### src/rtl/core/ket_pkg.sv
`default_nettype none

package ket_pkg;

  localparam int unsigned CfgIdxW = 2;

  localparam logic [31:0] WINDOW_RST = 32'd600;
  localparam logic [11:0] QUIET_RST  = 12'hFFF;

  typedef struct packed {
    logic [2:0]  category;
    logic [63:0] key_sig;
    logic [31:0] now_seconds;
    logic [10:0] minute_of_day;
  } ket_in_t;

  typedef struct packed {
    logic deliver;
    logic throttled;
    logic quiet;
  } ket_out_t;

  typedef struct packed {
    logic [2:0]  category;
    logic [63:0] key_sig;
    logic [31:0] fired_at;
  } ket_slot_t;

  typedef struct packed {
    logic      shift;
    logic      load;
    ket_slot_t data;
  } ket_ring_ctl_t;

  typedef enum logic [CfgIdxW-1:0] {
    CFG_WINDOW = 2'd0,
    CFG_QSTART = 2'd1,
    CFG_QEND   = 2'd2
  } ket_cfg_e;

  typedef enum logic [1:0] {
    ST_IDLE,
    ST_SCAN,
    ST_DONE,
    ST_FILL
  } ket_state_e;

endpackage

`default_nettype wire

### src/rtl/core/ket_cell.sv
`default_nettype none

module ket_cell import ket_pkg::*; (
  input  logic      clk_i,
  input  logic      rst_ni,
  input  logic      shift_i,
  input  ket_slot_t slot_i,
  output ket_slot_t slot_o
);

  ket_slot_t slot_q;

  always_ff @(posedge clk_i or negedge rst_ni) begin
    if (!rst_ni) begin
      slot_q <= '0;
    end else if (shift_i) begin
      slot_q <= slot_i;
    end
  end

  assign slot_o = slot_q;

endmodule

`default_nettype wire

### config.mk
export PLATFORM = sky130hd
export DESIGN_NAME = ket_cell
export DESIGN_NICKNAME = d
export VERILOG_FILES = /design/src/rtl/core/ket_pkg.sv /design/src/rtl/core/ket_cell.sv
export SDC_FILE = /design/constraint.sdc
export NUM_CORES = 1
export LEC_CHECK = 0
export BUFFER_PORTS_ARGS = -buffer_cell sky130_fd_sc_hd__buf_4
export CORE_UTILIZATION = 48
export DETAILED_ROUTE_END_ITERATION = 7
export PLACE_DENSITY = 0.85
export SYNTH_ARGS = -nofsm -noshare
export SYNTH_HDL_FRONTEND = slang
export SYNTH_SLANG_ARGS = --single-unit
### constraint.sdc
create_clock -name clk_i -period 1.9 [get_ports clk_i]
set_input_delay 0.095 -clock clk_i [delete_from_list [all_inputs] [get_ports clk_i]]
set_output_delay 0.095 -clock clk_i [all_outputs]
set_load 0.03 [all_outputs]
Word-level counts from Yosys, hierarchy flattened
Cells that the tools add are included.
{"block": "word_totals", "register_bits": 99, "wordCells": 3, "output_inout_bits": 99, "in_bits": 102}

Longest topological paths before layout
{"block": "depth", "word_depth": 0, "mapped_depth": 4, "mapped_depth_nobuf": 1}

Worst setup path after synthesis
No wires, ideal clock.
{"block": "synth_timing", "path_kind": "input to register", "start": "input port shift_i", "end": "register slot_q, in the netlist slot_o[22]", "cell_stages": 4, "setup_time_ns": 0.125, "t_arrival_ns": 0.778, "required_ns": 1.775, "setup_slack_ns": 0.997, "n_path_buf": 3, "path_cell_list": "buf_6 buf_6 buf_6 mux2_4"}
{"item": "start, declared", "line_no": "ket_cell.sv:6", "rtl": "input logic shift_i,"}
{"item": "end signal, assigned", "line_no": "ket_cell.sv:17", "rtl": "slot_q <= slot_i;"}
{"item": "end, declared", "line_no": "ket_cell.sv:11", "rtl": "ket_slot_t slot_q;"}
No word-level cell between the ends.

Worst setup path after layout
{"block": "layout_timing", "start": "register slot_q, in the netlist slot_o[10]", "end": "output port slot_o[10] (netlist name)"}
{"item": "end, declared", "line_no": "ket_cell.sv:8", "rtl": "output ket_slot_t slot_o"}
No word-level cell between the ends.

==> results_dict.tcl <==
set metrics [dict create \
    tns_ns 0 \
    cp-startpoint "slot_o[10]" \
    dr.first_iter.drc_count 49 \
    yosysSeqAreaShare_pct 66.9 \
    crit_type "register to output port" \
    postSynthAreaPerCell_um2 17.7 \
    netlist_area_um2 3700 \
    layout-drive-gt1-share_pct 61.5 \
    die_h_um 89.8 \
    pwr-share-clk_pct 28.7 \
    crit_path_end_kind "output port" \
    die_x_um 89.8 \
    ff2ff_setup_slack_ns 1.04 \
    largest_reg_flops 99 \
    cts.sinks 99 \
    fin_crit_ns 1.06 \
    wl_um 12400 \
    slew_headroom_pct 72.5 \
    leakagePower_uw 0.00313 \
    power_switching_uw 1650 \
    hold_viol 0 \
    grt_pass1_vias 3576 \
    required_ns 1.80 \
    ios 201 \
    synthCells 209 \
    synth_nets 311 \
    cp_cell_sequence "buf_4" \
    p_int_uw 3940 \
    cpMaxStageDelayCell "dfrtp_1" \
    r2r-start "slot_o[10]" \
    gp_congestion 0.732 \
    antenna_found_initial 1 \
    ir_drop_mv 0.679 \
    max_freq_mhz 945 \
    final_util_pct 89.5 \
    via_count 3103 \
    grt_max_degree 50 \
    period_share_pct 55.7 \
    insertion_delay_ns 0.35 \
    power_density_nw_per_um2 847 \
    synth.distinct_cells 5 \
    tritoncts "done" \
    ant_nets 0 \
    combPwrFrac_pct 27.4 \
    max_stage_delay_ns 0.43 \
    viasPerCell 5.00 \
    syn_to_final_growth_pct 78.1 \
    firstDrtPassIters 4 \
    skew_ns 0 \
    core_area_um2 7370 \
    start_util_pct 50.3 \
    crit_path_max_fanout 2 \
    worst_pin_slew_ns 0.413 \
    globalRouteTotalUtil_pct 31.6 \
    maxCapViolCount 0 \
    clockBufferDepth 2 \
    cts-root-buf "clkbuf_8" \
    synth-seq-cells 99 \
    post_cts_resized 0 \
    cp-start-kind "register" \
    hp-class "primary input to asynchronous set/reset pin" \
    portBuffers 200 \
    drc_errors 0 \
    dp_hpwl_um 6330 \
    die-area_um2 8070 \
    yosysWarnings 0 \
    postCtsSetupRepairBufs 0 \
    slew_viol_final 0 \
    grt_pass1_wl_um 19300 \
    cts.clk_slew.worst_paths_ns 0.09 \
    swShare_pct 29.5 \
    run_status "complete, no violations" \
    wl_per_cell_um 19.9 \
    layout.nets 617 \
    rsz0062_at_grt "false" \
    worstPathArrival_ns 0.96 \
    overflow 0 \
    htree_levels 3 \
    numCtsBuffers 9 \
    seqPwrFrac_pct 43.9 \
    path_buf_inv 1 \
    crit_family "flip-flops" \
    rows 31 \
    setup_violations 0 \
]
cell usage after synthesis (all sizes together):
cell,instances,area [um2]
buf,11,73.8
mux2,99,1150
dfrtp,99,2480
power groups by stage:
stage | Sequential, uW | Combinational (uW) | Clock (uW)
final | 2450 | 1530 | 1610
after detailed placement | 2470 | 1320 | 0
after global routing | 2470 | 1590 | 1700
after global placement | 2460 | 1290 | 0
after floorplan | 2890 | 273 | 0
after CTS | 2430 | 1490 | 1630
routing by layer:
metal | track usage, % | vias to the layer above | share of wire (%)
met5 | 0 | - | 0
met2 | 58.2 | 180 | 53
met1 | 34.8 | 1543 | 37
li1 | - | 1346 | -
met4 | 13.3 | 0 | 3.2
met3 | 7.36 | 34 | 6.9
cells in the final DEF (no fill, tap or decap):
master and count:
bufinv_16 3, dlygate4sd3_1 100, clkbuf_8 9, diode_2 1, dfrtp_1 99, buf_4 202
clkinv_4 1, clkinvlp_4 2, clkbuf_1 1, mux2_4 10, buf_12 4, mux2_2 89
kinds of logic after synthesis:
| group | share of synthesized area (%) |
|---|---|
| buffers and inverters | 1.99 |
| DFF | 66.9 |
| muxes | 31.1 |
path summary, 6_finish.rpt:
kind	end	depth (start not counted)
worst max-delay path	slot_o[10]	1
worst min-delay path	slot_o[6]	2
worst max register to register	slot_o[10]	1
worst min register to register	slot_o[93]	1
max in group asynchronous	slot_o[63]	3
min in group clk_i	slot_o[43]	2
cell type report:
type	count	area, um2
repair buffers	306	2600
flip-flops and latches	99	2480
multi-input cells	99	1150
fillers	313	774
clock buffers	10	128
well taps	99	124
clock inverters	6	114
diodes	1	2.50
metrics by stage:
stage / instance area (um2) / std cells / hold slack (ns) / power (uW) / setup WS, ns
after global routing: 6600 / 620 / 0.259 / 5770 / 0.820
final: 6600 / 620 / 0.235 / 5590 / 0.842
after floorplan: 3700 / 209 / -0.201 / 3160 / 0.997
after detailed placement: 5350 / 503 / 0.0437 / 3790 / 0.639
after CTS: 6590 / 619 / 0.194 / 5550 / 0.859
after global placement: 5350 / 503 / 0.0437 / 3750 / 0.689
what timing repair did:
action | CTS | global route
hold endpoints to repair | 128 | 0
hold buffers | 100 | 0
endpoints found under the setup margin | 0 | 0
Power figures use the tool's default switching activity.
