===== src/rtl/core/ket_pkg.sv =====
`default_nettype none

package ket_pkg;

  localparam int unsigned CfgIdxW = 2;

  localparam logic [31:0] WINDOW_RST = 32'd600;
  localparam logic [11:0] QUIET_RST  = 12'hFFF;

  typedef struct packed {
    logic [2:0]  category;
    logic [63:0] key_sig;
    logic [31:0] now_seconds;
    logic [10:0] minute_of_day;
  } ket_in_t;

  typedef struct packed {
    logic deliver;
    logic throttled;
    logic quiet;
  } ket_out_t;

  typedef struct packed {
    logic [2:0]  category;
    logic [63:0] key_sig;
    logic [31:0] fired_at;
  } ket_slot_t;

  typedef struct packed {
    logic      shift;
    logic      load;
    ket_slot_t data;
  } ket_ring_ctl_t;

  typedef enum logic [CfgIdxW-1:0] {
    CFG_WINDOW = 2'd0,
    CFG_QSTART = 2'd1,
    CFG_QEND   = 2'd2
  } ket_cfg_e;

  typedef enum logic [1:0] {
    ST_IDLE,
    ST_SCAN,
    ST_DONE,
    ST_FILL
  } ket_state_e;

endpackage

`default_nettype wire


===== src/rtl/core/ket_ctrl.sv =====
`default_nettype none

module ket_ctrl import ket_pkg::*; #(
  parameter int unsigned SLOTS = 64
) (
  input  logic          clk_i,
  input  logic          rst_ni,
  input  logic          start_i,
  output logic          busy_o,
  input  ket_in_t       evt_i,
  input  logic [31:0]   window_i,
  input  logic [11:0]   quiet_start_i,
  input  logic [11:0]   quiet_end_i,
  input  ket_slot_t     head_i,
  output ket_ring_ctl_t ring_o,
  output logic          res_valid_o,
  output ket_out_t      res_o
);

  localparam int unsigned IdxW = (SLOTS > 1) ? $clog2(SLOTS) : 1;
  localparam logic [IdxW-1:0] LastIdx = IdxW'(SLOTS - 1);

  ket_state_e      state_q, state_d;
  logic [IdxW-1:0] cnt_q, cnt_d;
  logic [IdxW-1:0] victim_q, victim_d;
  ket_in_t         item_q;
  logic            found_q, found_d;
  logic            thr_q, thr_d;
  logic            quiet_q, quiet_d;

  logic            accept;
  logic            cnt_last;
  logic [IdxW-1:0] cnt_inc;
  logic            head_match;
  logic            head_thr;
  logic [31:0]     age;
  logic            deliver;

  assign accept   = start_i && (state_q == ST_IDLE);
  assign cnt_last = (cnt_q == LastIdx);
  assign cnt_inc  = cnt_last ? '0 : cnt_q + 1'b1;
  assign deliver  = !thr_q && !quiet_q;

  always_comb begin
    quiet_d = 1'b0;
    if (!quiet_start_i[11] && !quiet_end_i[11] && (quiet_start_i != quiet_end_i)) begin
      if (quiet_start_i[10:0] < quiet_end_i[10:0]) begin
        quiet_d = (evt_i.minute_of_day >= quiet_start_i[10:0]) &&
                  (evt_i.minute_of_day <  quiet_end_i[10:0]);
      end else begin
        quiet_d = (evt_i.minute_of_day >= quiet_start_i[10:0]) ||
                  (evt_i.minute_of_day <  quiet_end_i[10:0]);
      end
    end
  end

  always_comb begin
    head_match = (head_i.category == item_q.category) &&
                 (head_i.key_sig == item_q.key_sig);
    age        = item_q.now_seconds - head_i.fired_at;
    head_thr   = (window_i != '0) && (head_i.fired_at != '0) &&
                 ((item_q.now_seconds < head_i.fired_at) || (age < window_i));
  end

  always_comb begin
    state_d = state_q;
    unique case (state_q)
      ST_IDLE: if (start_i) state_d = ST_SCAN;
      ST_SCAN: if (cnt_last) state_d = ST_DONE;
      ST_DONE: state_d = (deliver && !found_q) ? ST_FILL : ST_IDLE;
      ST_FILL: if (cnt_last) state_d = ST_IDLE;
      default: state_d = ST_IDLE;
    endcase
  end

  always_comb begin
    busy_o      = (state_q != ST_IDLE);
    res_valid_o = (state_q == ST_DONE);
    res_o       = '{deliver: deliver, throttled: thr_q, quiet: quiet_q};
    ring_o.shift = 1'b0;
    ring_o.load  = 1'b0;
    ring_o.data  = '{category: item_q.category,
                     key_sig:  item_q.key_sig,
                     fired_at: item_q.now_seconds};
    unique case (state_q)
      ST_SCAN: begin
        ring_o.shift = 1'b1;
        ring_o.load  = !found_q && head_match && !head_thr && !quiet_q;
      end
      ST_FILL: begin
        ring_o.shift = 1'b1;
        ring_o.load  = (cnt_q == victim_q);
      end
      default: begin
        ring_o.shift = 1'b0;
      end
    endcase
  end

  always_comb begin
    cnt_d    = cnt_q;
    found_d  = found_q;
    thr_d    = thr_q;
    victim_d = victim_q;
    if (accept) begin
      cnt_d   = '0;
      found_d = 1'b0;
      thr_d   = 1'b0;
    end
    if (state_q == ST_SCAN) begin
      cnt_d = cnt_inc;
      if (!found_q && head_match) begin
        found_d = 1'b1;
        thr_d   = head_thr;
      end
    end
    if (state_q == ST_FILL) begin
      cnt_d = cnt_inc;
      if (cnt_last) begin
        victim_d = (victim_q == LastIdx) ? '0 : victim_q + 1'b1;
      end
    end
  end

  always_ff @(posedge clk_i or negedge rst_ni) begin
    if (!rst_ni) begin
      state_q  <= ST_IDLE;
      cnt_q    <= '0;
      victim_q <= '0;
      found_q  <= 1'b0;
      thr_q    <= 1'b0;
      quiet_q  <= 1'b0;
    end else begin
      state_q  <= state_d;
      cnt_q    <= cnt_d;
      victim_q <= victim_d;
      found_q  <= found_d;
      thr_q    <= thr_d;
      if (accept) begin
        quiet_q <= quiet_d;
      end
    end
  end

  always_ff @(posedge clk_i) begin
    if (accept) begin
      item_q <= evt_i;
    end
  end

endmodule

`default_nettype wire


===== config.mk =====
export PLATFORM = sky130hd
export DESIGN_NAME = ket_ctrl
export DESIGN_NICKNAME = d
export VERILOG_FILES = /design/src/rtl/core/ket_pkg.sv /design/src/rtl/core/ket_ctrl.sv
export SDC_FILE = /design/constraint.sdc
export NUM_CORES = 1
export LEC_CHECK = 0
export BUFFER_PORTS_ARGS = -buffer_cell sky130_fd_sc_hd__buf_2
export CAP_MARGIN = 0
export CORE_AREA = 2 2 144 146
export CTS_BUF_LIST = sky130_fd_sc_hd__clkbuf_8
export CTS_CLUSTER_DIAMETER = 60
export DETAILED_ROUTE_END_ITERATION = 12
export DIE_AREA = 0 0 146 148
export GPL_TIMING_DRIVEN = 0
export PLACE_DENSITY = 0.74
export SYNTH_ARGS = -nofsm -noshare
export SYNTH_HDL_FRONTEND = slang
export SYNTH_SLANG_ARGS = --single-unit

===== constraint.sdc =====
create_clock -name clk_i -period 4.4 [get_ports clk_i]
set_input_delay 0 -clock clk_i [delete_from_list [all_inputs] [get_ports clk_i]]
set_output_delay 0 -clock clk_i [all_outputs]
set_load 0.01 [all_outputs]

---- After elaboration in Yosys (flattened, before gate mapping) ----
Cells that the tools add are included.
word-level totals
  bits in registers ....................... 116
  logic and storage cells ................. 77
cells by class
  add/subtract/negate cells ............... 3
  magnitude comparators ................... 5
  equality and inequality tests ........... 12
  multiplexer cells ....................... 20
  reduce and logical (&&, ||, !) cells .... 28
operator list
  operator                                       count
  == test 64 bit                                 1
  less-than comparator 32 bit                    2
  nonzero test 32 bit                            2
  subtractor 32 bit                              1
  two-way mux 6 bit                              5
  less-than comparator 11 bit                    2
  adder 6 x 1 -> 6 bit, second input constant    2
  == test 6 bit, second input constant           2
  logical AND 1 bit                              12
  inequality test 12 bit                         1
  >= comparator 11 bit                           1
  two-way mux 1 bit                              9
  two-way mux 2 bit                              4
  case mux 2 bit (4 select lines)                1
  == test 6 bit                                  1
  zero test 1 bit                                6
  inequality test 2 bit, second input constant   3
  == test 2 bit, second input constant           2
  == test 3 bit                                  1
  AND reduction 3 bit                            1
  nonzero test 3 bit                             1
  == test 2 x 1 -> 1 bit, second input constant  1
  zero test 2 bit                                1
  logical OR 1 bit                               2
  other kinds (4)                                4

---- Longest topological paths before layout ----
Gate-level depths: netlist (run 1).
  depth in word-level cells ............... 8
  gate-level depth with buffers ........... 20

---- Least setup slack after synthesis (run 1) ----
OpenSTA, ideal clock, no wires.
  path kind ............................... reg-to-reg
  start ................................... register item_q, in the netlist ring_o[10]
  end ..................................... register thr_q
  library setup time ...................... 0.123 ns
  arrival ................................. 4.127 ns
  required time ........................... 4.277 ns
  slack ................................... 0.150 ns
  cell stages (with the launch flop) ...... 20
  period minus slack after synthesis ...... 4.250 ns
  cell sequence ........................... edfxtp_1 -> ha_1 -> clkbuf_1 -> nand4_1 -> o21bai_1 -> a211o_1 -> a221oi_1 -> a21boi_0 -> o21a_1 -> nor2_1 -> xnor2_1 -> ha_1 -> nand2_1 -> or3_1 -> or2_0 -> or4_1 -> a21oi_1 -> a211oi_1 -> a211oi_1 -> nor2_1
between the ends
  cells in the longest elaborated chain, start to end .. 6
ends and longest elaborated chain
  element                      RTL line         source
  start: declaration           ket_ctrl.sv:26   ket_in_t item_q;
  start signal: assignment     ket_ctrl.sv:147  item_q <= evt_i;
  subtractor 32 bit            ket_ctrl.sv:60   age = item_q.now_seconds - head_i.fired_at;
  less-than comparator 32 bit  ket_ctrl.sv:62   ((item_q.now_seconds < head_i.fired_at) || (age < window_i));
  logical OR 1 bit (*)         ket_ctrl.sv:62
  logical AND 1 bit (*)        ket_ctrl.sv:61   head_thr = (window_i != '0) && (head_i.fired_at != '0) &&
  two-way mux 1 bit (*)        ket_ctrl.sv:112  if (!found_q && head_match) begin
  two-way mux 1 bit (*)        ket_ctrl.sv:110  if (state_q == ST_SCAN) begin
  named net thr_d              ket_ctrl.sv:28   logic thr_q, thr_d;
  end signal: assignment       ket_ctrl.sv:138  thr_q <= thr_d;
  end: declaration             ket_ctrl.sv:28
The timed path passes the listed nets; every way through them passes the cells marked *.
A chain may end at the register's enable or synchronous reset.

==> results of run 1 <==
## timing repair
action | CTS | global route
endpoints found under the hold margin | 117 | 0
pin swaps | 20 | 14
endpoints found under the setup margin | 2 | 2
hold buffers | 101 | 0
setup buffers | 10 | 8
gates resized for setup | 35 | 16
gates cloned | 0 | 0
## final timing paths
| path | startpoint | to | slack [ns] | cells after the start |
|---|---|---|---|---|
| setup / recovery | ring_o[0]$_DFFE_PP_ | ring_o[99] | -0.32 | 21 |
| hold / removal | rst_ni | cnt_q[1]$_DFFE_PN0P_ | 0.02 | 2 |
| setup reg to reg | ring_o[0]$_DFFE_PP_ | thr_q$_DFF_PN0_ | 0.12 | 20 |
| hold reg to reg | found_q$_DFF_PN0_ | found_q$_DFF_PN0_ | 0.51 | 2 |
| max in group asynchronous | rst_ni | state_q[1]$_DFFE_PN0P_ | 4.09 | 2 |
| min in group clk_i | quiet_start_i[10] | quiet_q$_DFFE_PN0P_ | 0.10 | 5 |
## per-stage QoR
stage	utilization [%]	worst slack, ns	power [mW]
floorplan	-	0.1502	1.822
global placement	51.95	-0.4493	2.105
detailed placement	52.10	-0.4514	2.123
CTS	60.41	-0.2663	3.237
global route	61.10	-0.5175	3.423
finish	61.10	-0.3224	3.246
## cell usage after synthesis (9+ instances only)
cell type,number,share of area (%)
nor4_1,27,2.1
inv_1,111,5.1
a21o_1,27,2.5
dfrtp_1,17,5.2
nand4_1,18,1.4
a21oi_1,47,2.9
nor2_1,26,1.2
nand3_1,18,1.1
o21a_1,11,1.0
nand2_1,49,2.2
nand2b_1,20,1.5
o21ai_0,29,1.8
a211oi_1,9,0.82
xnor2_1,34,3.6
nor2b_1,26,2.0
xor2_1,45,4.8
edfxtp_1,99,36
ha_1,98,15
## critical path, cell delays in order (launching register included)
cell      delay, ns
edfxtp_1       0.37
inv_2          0.05
ha_4           0.15
fa_2           0.37
nor2b_4        0.13
o211ai_1       0.12
a21o_1         0.25
and2_4         0.19
a21oi_4        0.20
a21o_1         0.15
a21oi_2        0.06
xnor2_1        0.14
ha_1           0.30
nand4_1        0.09
or3_1          0.39
or2_1          0.26
or4_4          0.43
a21oi_4        0.13
a211oi_2       0.07
nand2b_4       0.15
o21ai_2        0.14
buf_6          0.12
## report_power, final
part           internal, mW  leakage, nW  switching [mW]
Sequential             1.26         1.11          0.0705
Combinational         0.464         4.57           0.441
Clock                 0.507        0.198           0.505
## area by class of cell
type	count	area [sq um]	area share, %
plain buffers	7	37.54	0.3066
clock buffers	17	234.0	1.911
flip-flops and latches	116	3398	27.75
well taps	270	337.8	2.759
clock inverters	15	155.1	1.267
inverters	111	419.2	3.423
repair buffers	493	3047	24.88
multi-input cells	577	4616	37.70
## state kept, by name, summed over array words and instances (netlist names)
signal / flops
victim_q: 6
found_q: 1
ring_o: 99
cnt_q: 6
state_q: 2
quiet_q: 1
thr_q: 1
## per-layer routing
layer / vias up / track usage [%]
li1: 3984 / -
met1: 3716 / 26.42
met2: 319 / 47.71
met3: 47 / 7.006
met4: 2 / 9.563
met5: - / 0
## cell families after synthesis
family,after synthesis,share of synthesized area (%)
simple gates,219,14.51
buf+inv,120,5.641
flops,116,41.41
compound gates,178,14.50
fa+ha+maj,99,15.19
mux,2,0.3201
xor+xnor,79,8.431
==> results.ini, run 1 <==
[drt]
wl_met2_mm=14.87
post_drt_wl_per_cell_um=17.60
wl_met1_mm=10.52
vias=8068
route.met3.wl_mm=2.005
drcViolationCount=0
ant_nets=0
highest_layer=met5
dr.pass1.iters=5
avgViaCountPerCell=5.024
wl_mm=28.27
drt-initial-drc-count=369

[grt]
grt_pass1_vias=8472
grt_pass1_wl_mm=42.32
grt-ovfl-total=0
grtUsageTotal_pct=25.16
antenna_found_initial=1
grt_start_max_net_pins=70

[power_and_ir_drop]
power_leakage_nw=5.878
power_density_nw_per_um2=265.1
peakVddDrop_uv=259.2

[placed_design]
place_inst=1457
portBuffers=373
place.gp.congestion=0.9014
place_area_sq_um=10440
hpwl_mm=21.26

[final_layout]
num-nets-final=1690
fillers=1672
final_common_cell=buf_2
drive_above_1_share_pct=35.40
area_growth_pct=49.20
fin_area_sq_um=12240
layout_common_cells=buf_2 (372), inv_1 (110), dlygate4sd3_1 (101)
fin_cells=1606
antennaDiodeCount=0

[cts]
clockBufferDepth=2
cts.sinks=116
cts_tree=yes
clk_pin_slew_ns=0.08
cts_made_buffers=17
htreeDepth=4
root_buffer=clkbuf_8
clock_latency_ns=0.45

[worst_setup_path]
critical_path_class=flip-flop to output port
worstPathRequired_ns=4.40
startpoint_type=flip-flop
arrival_ns=4.72
crit_path_end_kind=output port
worst-path-max-fanout=3

[die]
io_pins=374
num_rows=52
die_w_um=146
start_util_pct=40.95
die_area_sq_um=21610
coreArea_sq_um=20040
chipHeight_um=148

[synth]
synth_cells=813
synth_area_sq_um=8207
synth_cell_types=59
ys_ff_latch=116
synthArstFlopShare_pct=14.66
ys_warn_count=0
synth-edff-count=99
yosysSeqAreaShare_pct=41.41
syn_nets=1180
avgSynthCellArea_sq_um=10.09
synthFlopType=edfxtp_1

[timing]
worst_hold_slack_ns=0.01566
postLayoutSetupSlackWorst_ns=-0.3224
finalHoldViolations=0
period_minus_slack_ns=4.722
max_freq_ghz=0.2118
max_slew_margin_pct=62.90
tightest_slew_ns=0.5425
rsz0062_at_grt=true
final_max_slew_viol_count=0
period_share_pct=107.3
skew_ns=0.01520
fin_tns_setup_ns=-0.3224
final-setup-viol-count=1

[hold_path]
holdCritPathClass=input port to asynchronous set/reset pin

[run]
cap_violations=0

[run_status]
status=finished with violations
violations=negative setup slack

Power figures use the tool's default switching activity.
==> run 2: changes to the inputs <==
--- a/config.mk
+++ b/config.mk
@@ -7,13 +7,13 @@
 export LEC_CHECK = 0
 export BUFFER_PORTS_ARGS = -buffer_cell sky130_fd_sc_hd__buf_2
 export CAP_MARGIN = 0
-export CORE_AREA = 2 2 144 146
+export CORE_MARGIN = 8
+export CORE_UTILIZATION = 44
 export CTS_BUF_LIST = sky130_fd_sc_hd__clkbuf_8
 export CTS_CLUSTER_DIAMETER = 60
 export DETAILED_ROUTE_END_ITERATION = 12
-export DIE_AREA = 0 0 146 148
-export GPL_TIMING_DRIVEN = 0
-export PLACE_DENSITY = 0.74
+export PLACE_DENSITY = 0.79
 export SYNTH_ARGS = -nofsm -noshare
 export SYNTH_HDL_FRONTEND = slang
 export SYNTH_SLANG_ARGS = --single-unit
+export TNS_END_PERCENT = 10
==> run 2 against run 1 <==
  * The run still ends with negative setup slack left
  * Critical endpoint unchanged
  * Core utilization increased by 5.1 points
  * Setup slack improved by 0.15 ns
  * Final cell count decreased by 1.5%
  * Sequential cell count unchanged
  * Largest cell class unchanged
  * Count of clock-buffer cells in the layout unchanged
  * Largest power group unchanged
==> results.ini, run 2 (same netlist as run 1, synthesis figures left out) <==
[worst_setup_path]
crit_path_end_kind=output port
arrival_ns=4.58
startpoint_type=flip-flop
worstPathRequired_ns=4.40
worst-path-max-fanout=3
critical_path_class=flip-flop to output port

[cts]
cts.sinks=116
cts_made_buffers=17
root_buffer=clkbuf_8
clk_pin_slew_ns=0.09
clock_latency_ns=0.44
htreeDepth=4
clockBufferDepth=2
cts_tree=yes

[grt]
grt_pass1_wl_mm=48.16
grt_start_max_net_pins=78
grt-ovfl-total=0
grt_pass1_vias=9083
antenna_found_initial=2
grtUsageTotal_pct=26.30

[drt]
drcViolationCount=0
vias=8348
drt-initial-drc-count=350
post_drt_wl_per_cell_um=19.79
dr.pass1.iters=5
avgViaCountPerCell=5.277
wl_mm=31.30
ant_nets=0

[placed_design]
portBuffers=373
place.gp.congestion=0.9193
hpwl_mm=23.80

[timing]
final_max_slew_viol_count=0
final-setup-viol-count=1
rsz0062_at_grt=true
period_share_pct=104.0
tightest_slew_ns=0.5489
finalHoldViolations=0
max_slew_margin_pct=63.41
fin_tns_setup_ns=-0.1753
period_minus_slack_ns=4.575
worst_hold_slack_ns=0.02983
skew_ns=0.01273
postLayoutSetupSlackWorst_ns=-0.1753
max_freq_ghz=0.2186

[final_layout]
final_common_cell=buf_2
area_growth_pct=49.37
num-nets-final=1702
layout_common_cells=buf_2 (373), inv_1 (110), dlygate4sd3_1 (101)
drive_above_1_share_pct=36.13
fillers=1431
largest_reg_flops=99
regArea_sq_um=3398
antennaDiodeCount=0
multi_input_area_sq_um=4572
fin_util_pct=66.20

[die]
coreArea_sq_um=18520
die_area_sq_um=23280
num_rows=50
io_pins=374
die_w_um=152.6
start_util_pct=44.32
chipHeight_um=152.6

[run]
cap_violations=0

[hold_path]
holdCritPathClass=input port to asynchronous set/reset pin

[run_status]
status=finished with violations
violations=negative setup slack

[power_and_ir_drop]
p_total_mw=3.279
power_leakage_nw=5.928
peakVddDrop_uv=216.7
power_density_nw_per_um2=267.5

-- run 2: layer usage --
metal / vias up / share of wire (%) / track usage (%)
met2: 405 / 51 / 47.79
met1: 3845 / 36 / 26.42
met3: 92 / 8.4 / 8.196
met4: 2 / 5.1 / 14.37
met5: - / 0.038 / 0
li1: 4004 / - / -
-- run 2: power breakdown --
group	total [mW]	leakage, nW	internal [mW]	switching, mW
Clock	1.05	0.200	0.518	0.530
Sequential	1.34	1.11	1.26	0.0825
Combinational	0.890	4.62	0.461	0.429
Total	3.28	5.93	2.24	1.04
-- run 2: worst max-delay path: stages (launching register included) --
cell	delay [ns]
edfxtp_1	0.46
ha_4	0.31
nand4_1	0.16
a211oi_1	0.22
a211o_1	0.17
a221oi_2	0.06
buf_4	0.17
buf_4	0.12
buf_4	0.12
o211ai_1	0.30
a31o_2	0.23
a21oi_2	0.06
xnor2_1	0.15
ha_1	0.31
nand4_1	0.14
or4_4	0.53
a21oi_2	0.13
a211oi_2	0.06
nand2b_1	0.15
o21ai_1	0.11
buf_2	0.16
-- run 2: per-stage QoR --
stage	instance area [sq um]	instances	setup WS, ns
global route	12260	1582	-0.4296
floorplan	8207	813	0.1502
global placement	10560	1441	0.05273
detailed placement	10560	1441	-0.04595
CTS	12200	1580	-0.1641
finish	12260	1582	-0.1753
-- run 2: repair_timing --
action / 4_1_cts / 5_1_grt
gates resized for setup: 30 / 7
hold buffers: 101 / 0
pin swaps: 21 / 9
endpoints found under the setup margin: 2 / 1
endpoints found under the hold margin: 117 / 0
gates cloned: 0 / 0
setup buffers: 6 / 2
-- run 2: path summary, 6_finish.rpt --
kind / end / startpoint / slack (ns) / cells after the start
worst max-delay path: ring_o[99] / ring_o[13]$_DFFE_PP_ / -0.18 / 20
worst min-delay path: quiet_q$_DFFE_PN0P_ / rst_ni / 0.03 / 2
worst max register to register: thr_q$_DFF_PN0_ / ring_o[13]$_DFFE_PP_ / 0.32 / 19
worst min register to register: found_q$_DFF_PN0_ / found_q$_DFF_PN0_ / 0.53 / 2
max in group asynchronous: found_q$_DFF_PN0_ / rst_ni / 4.07 / 2
min in group clk_i: quiet_q$_DFFE_PN0P_ / quiet_start_i[10] / 0.10 / 5
-- run 2: area by class of cell --
cell class / instances / area share (%)
clock inverter: 15 / 1.358
inverter: 111 / 3.419
sequential: 116 / 27.72
timing repair buffer: 512 / 25.91
clock buffer: 17 / 1.909
multi-input combinational: 577 / 37.30
tap: 234 / 2.388
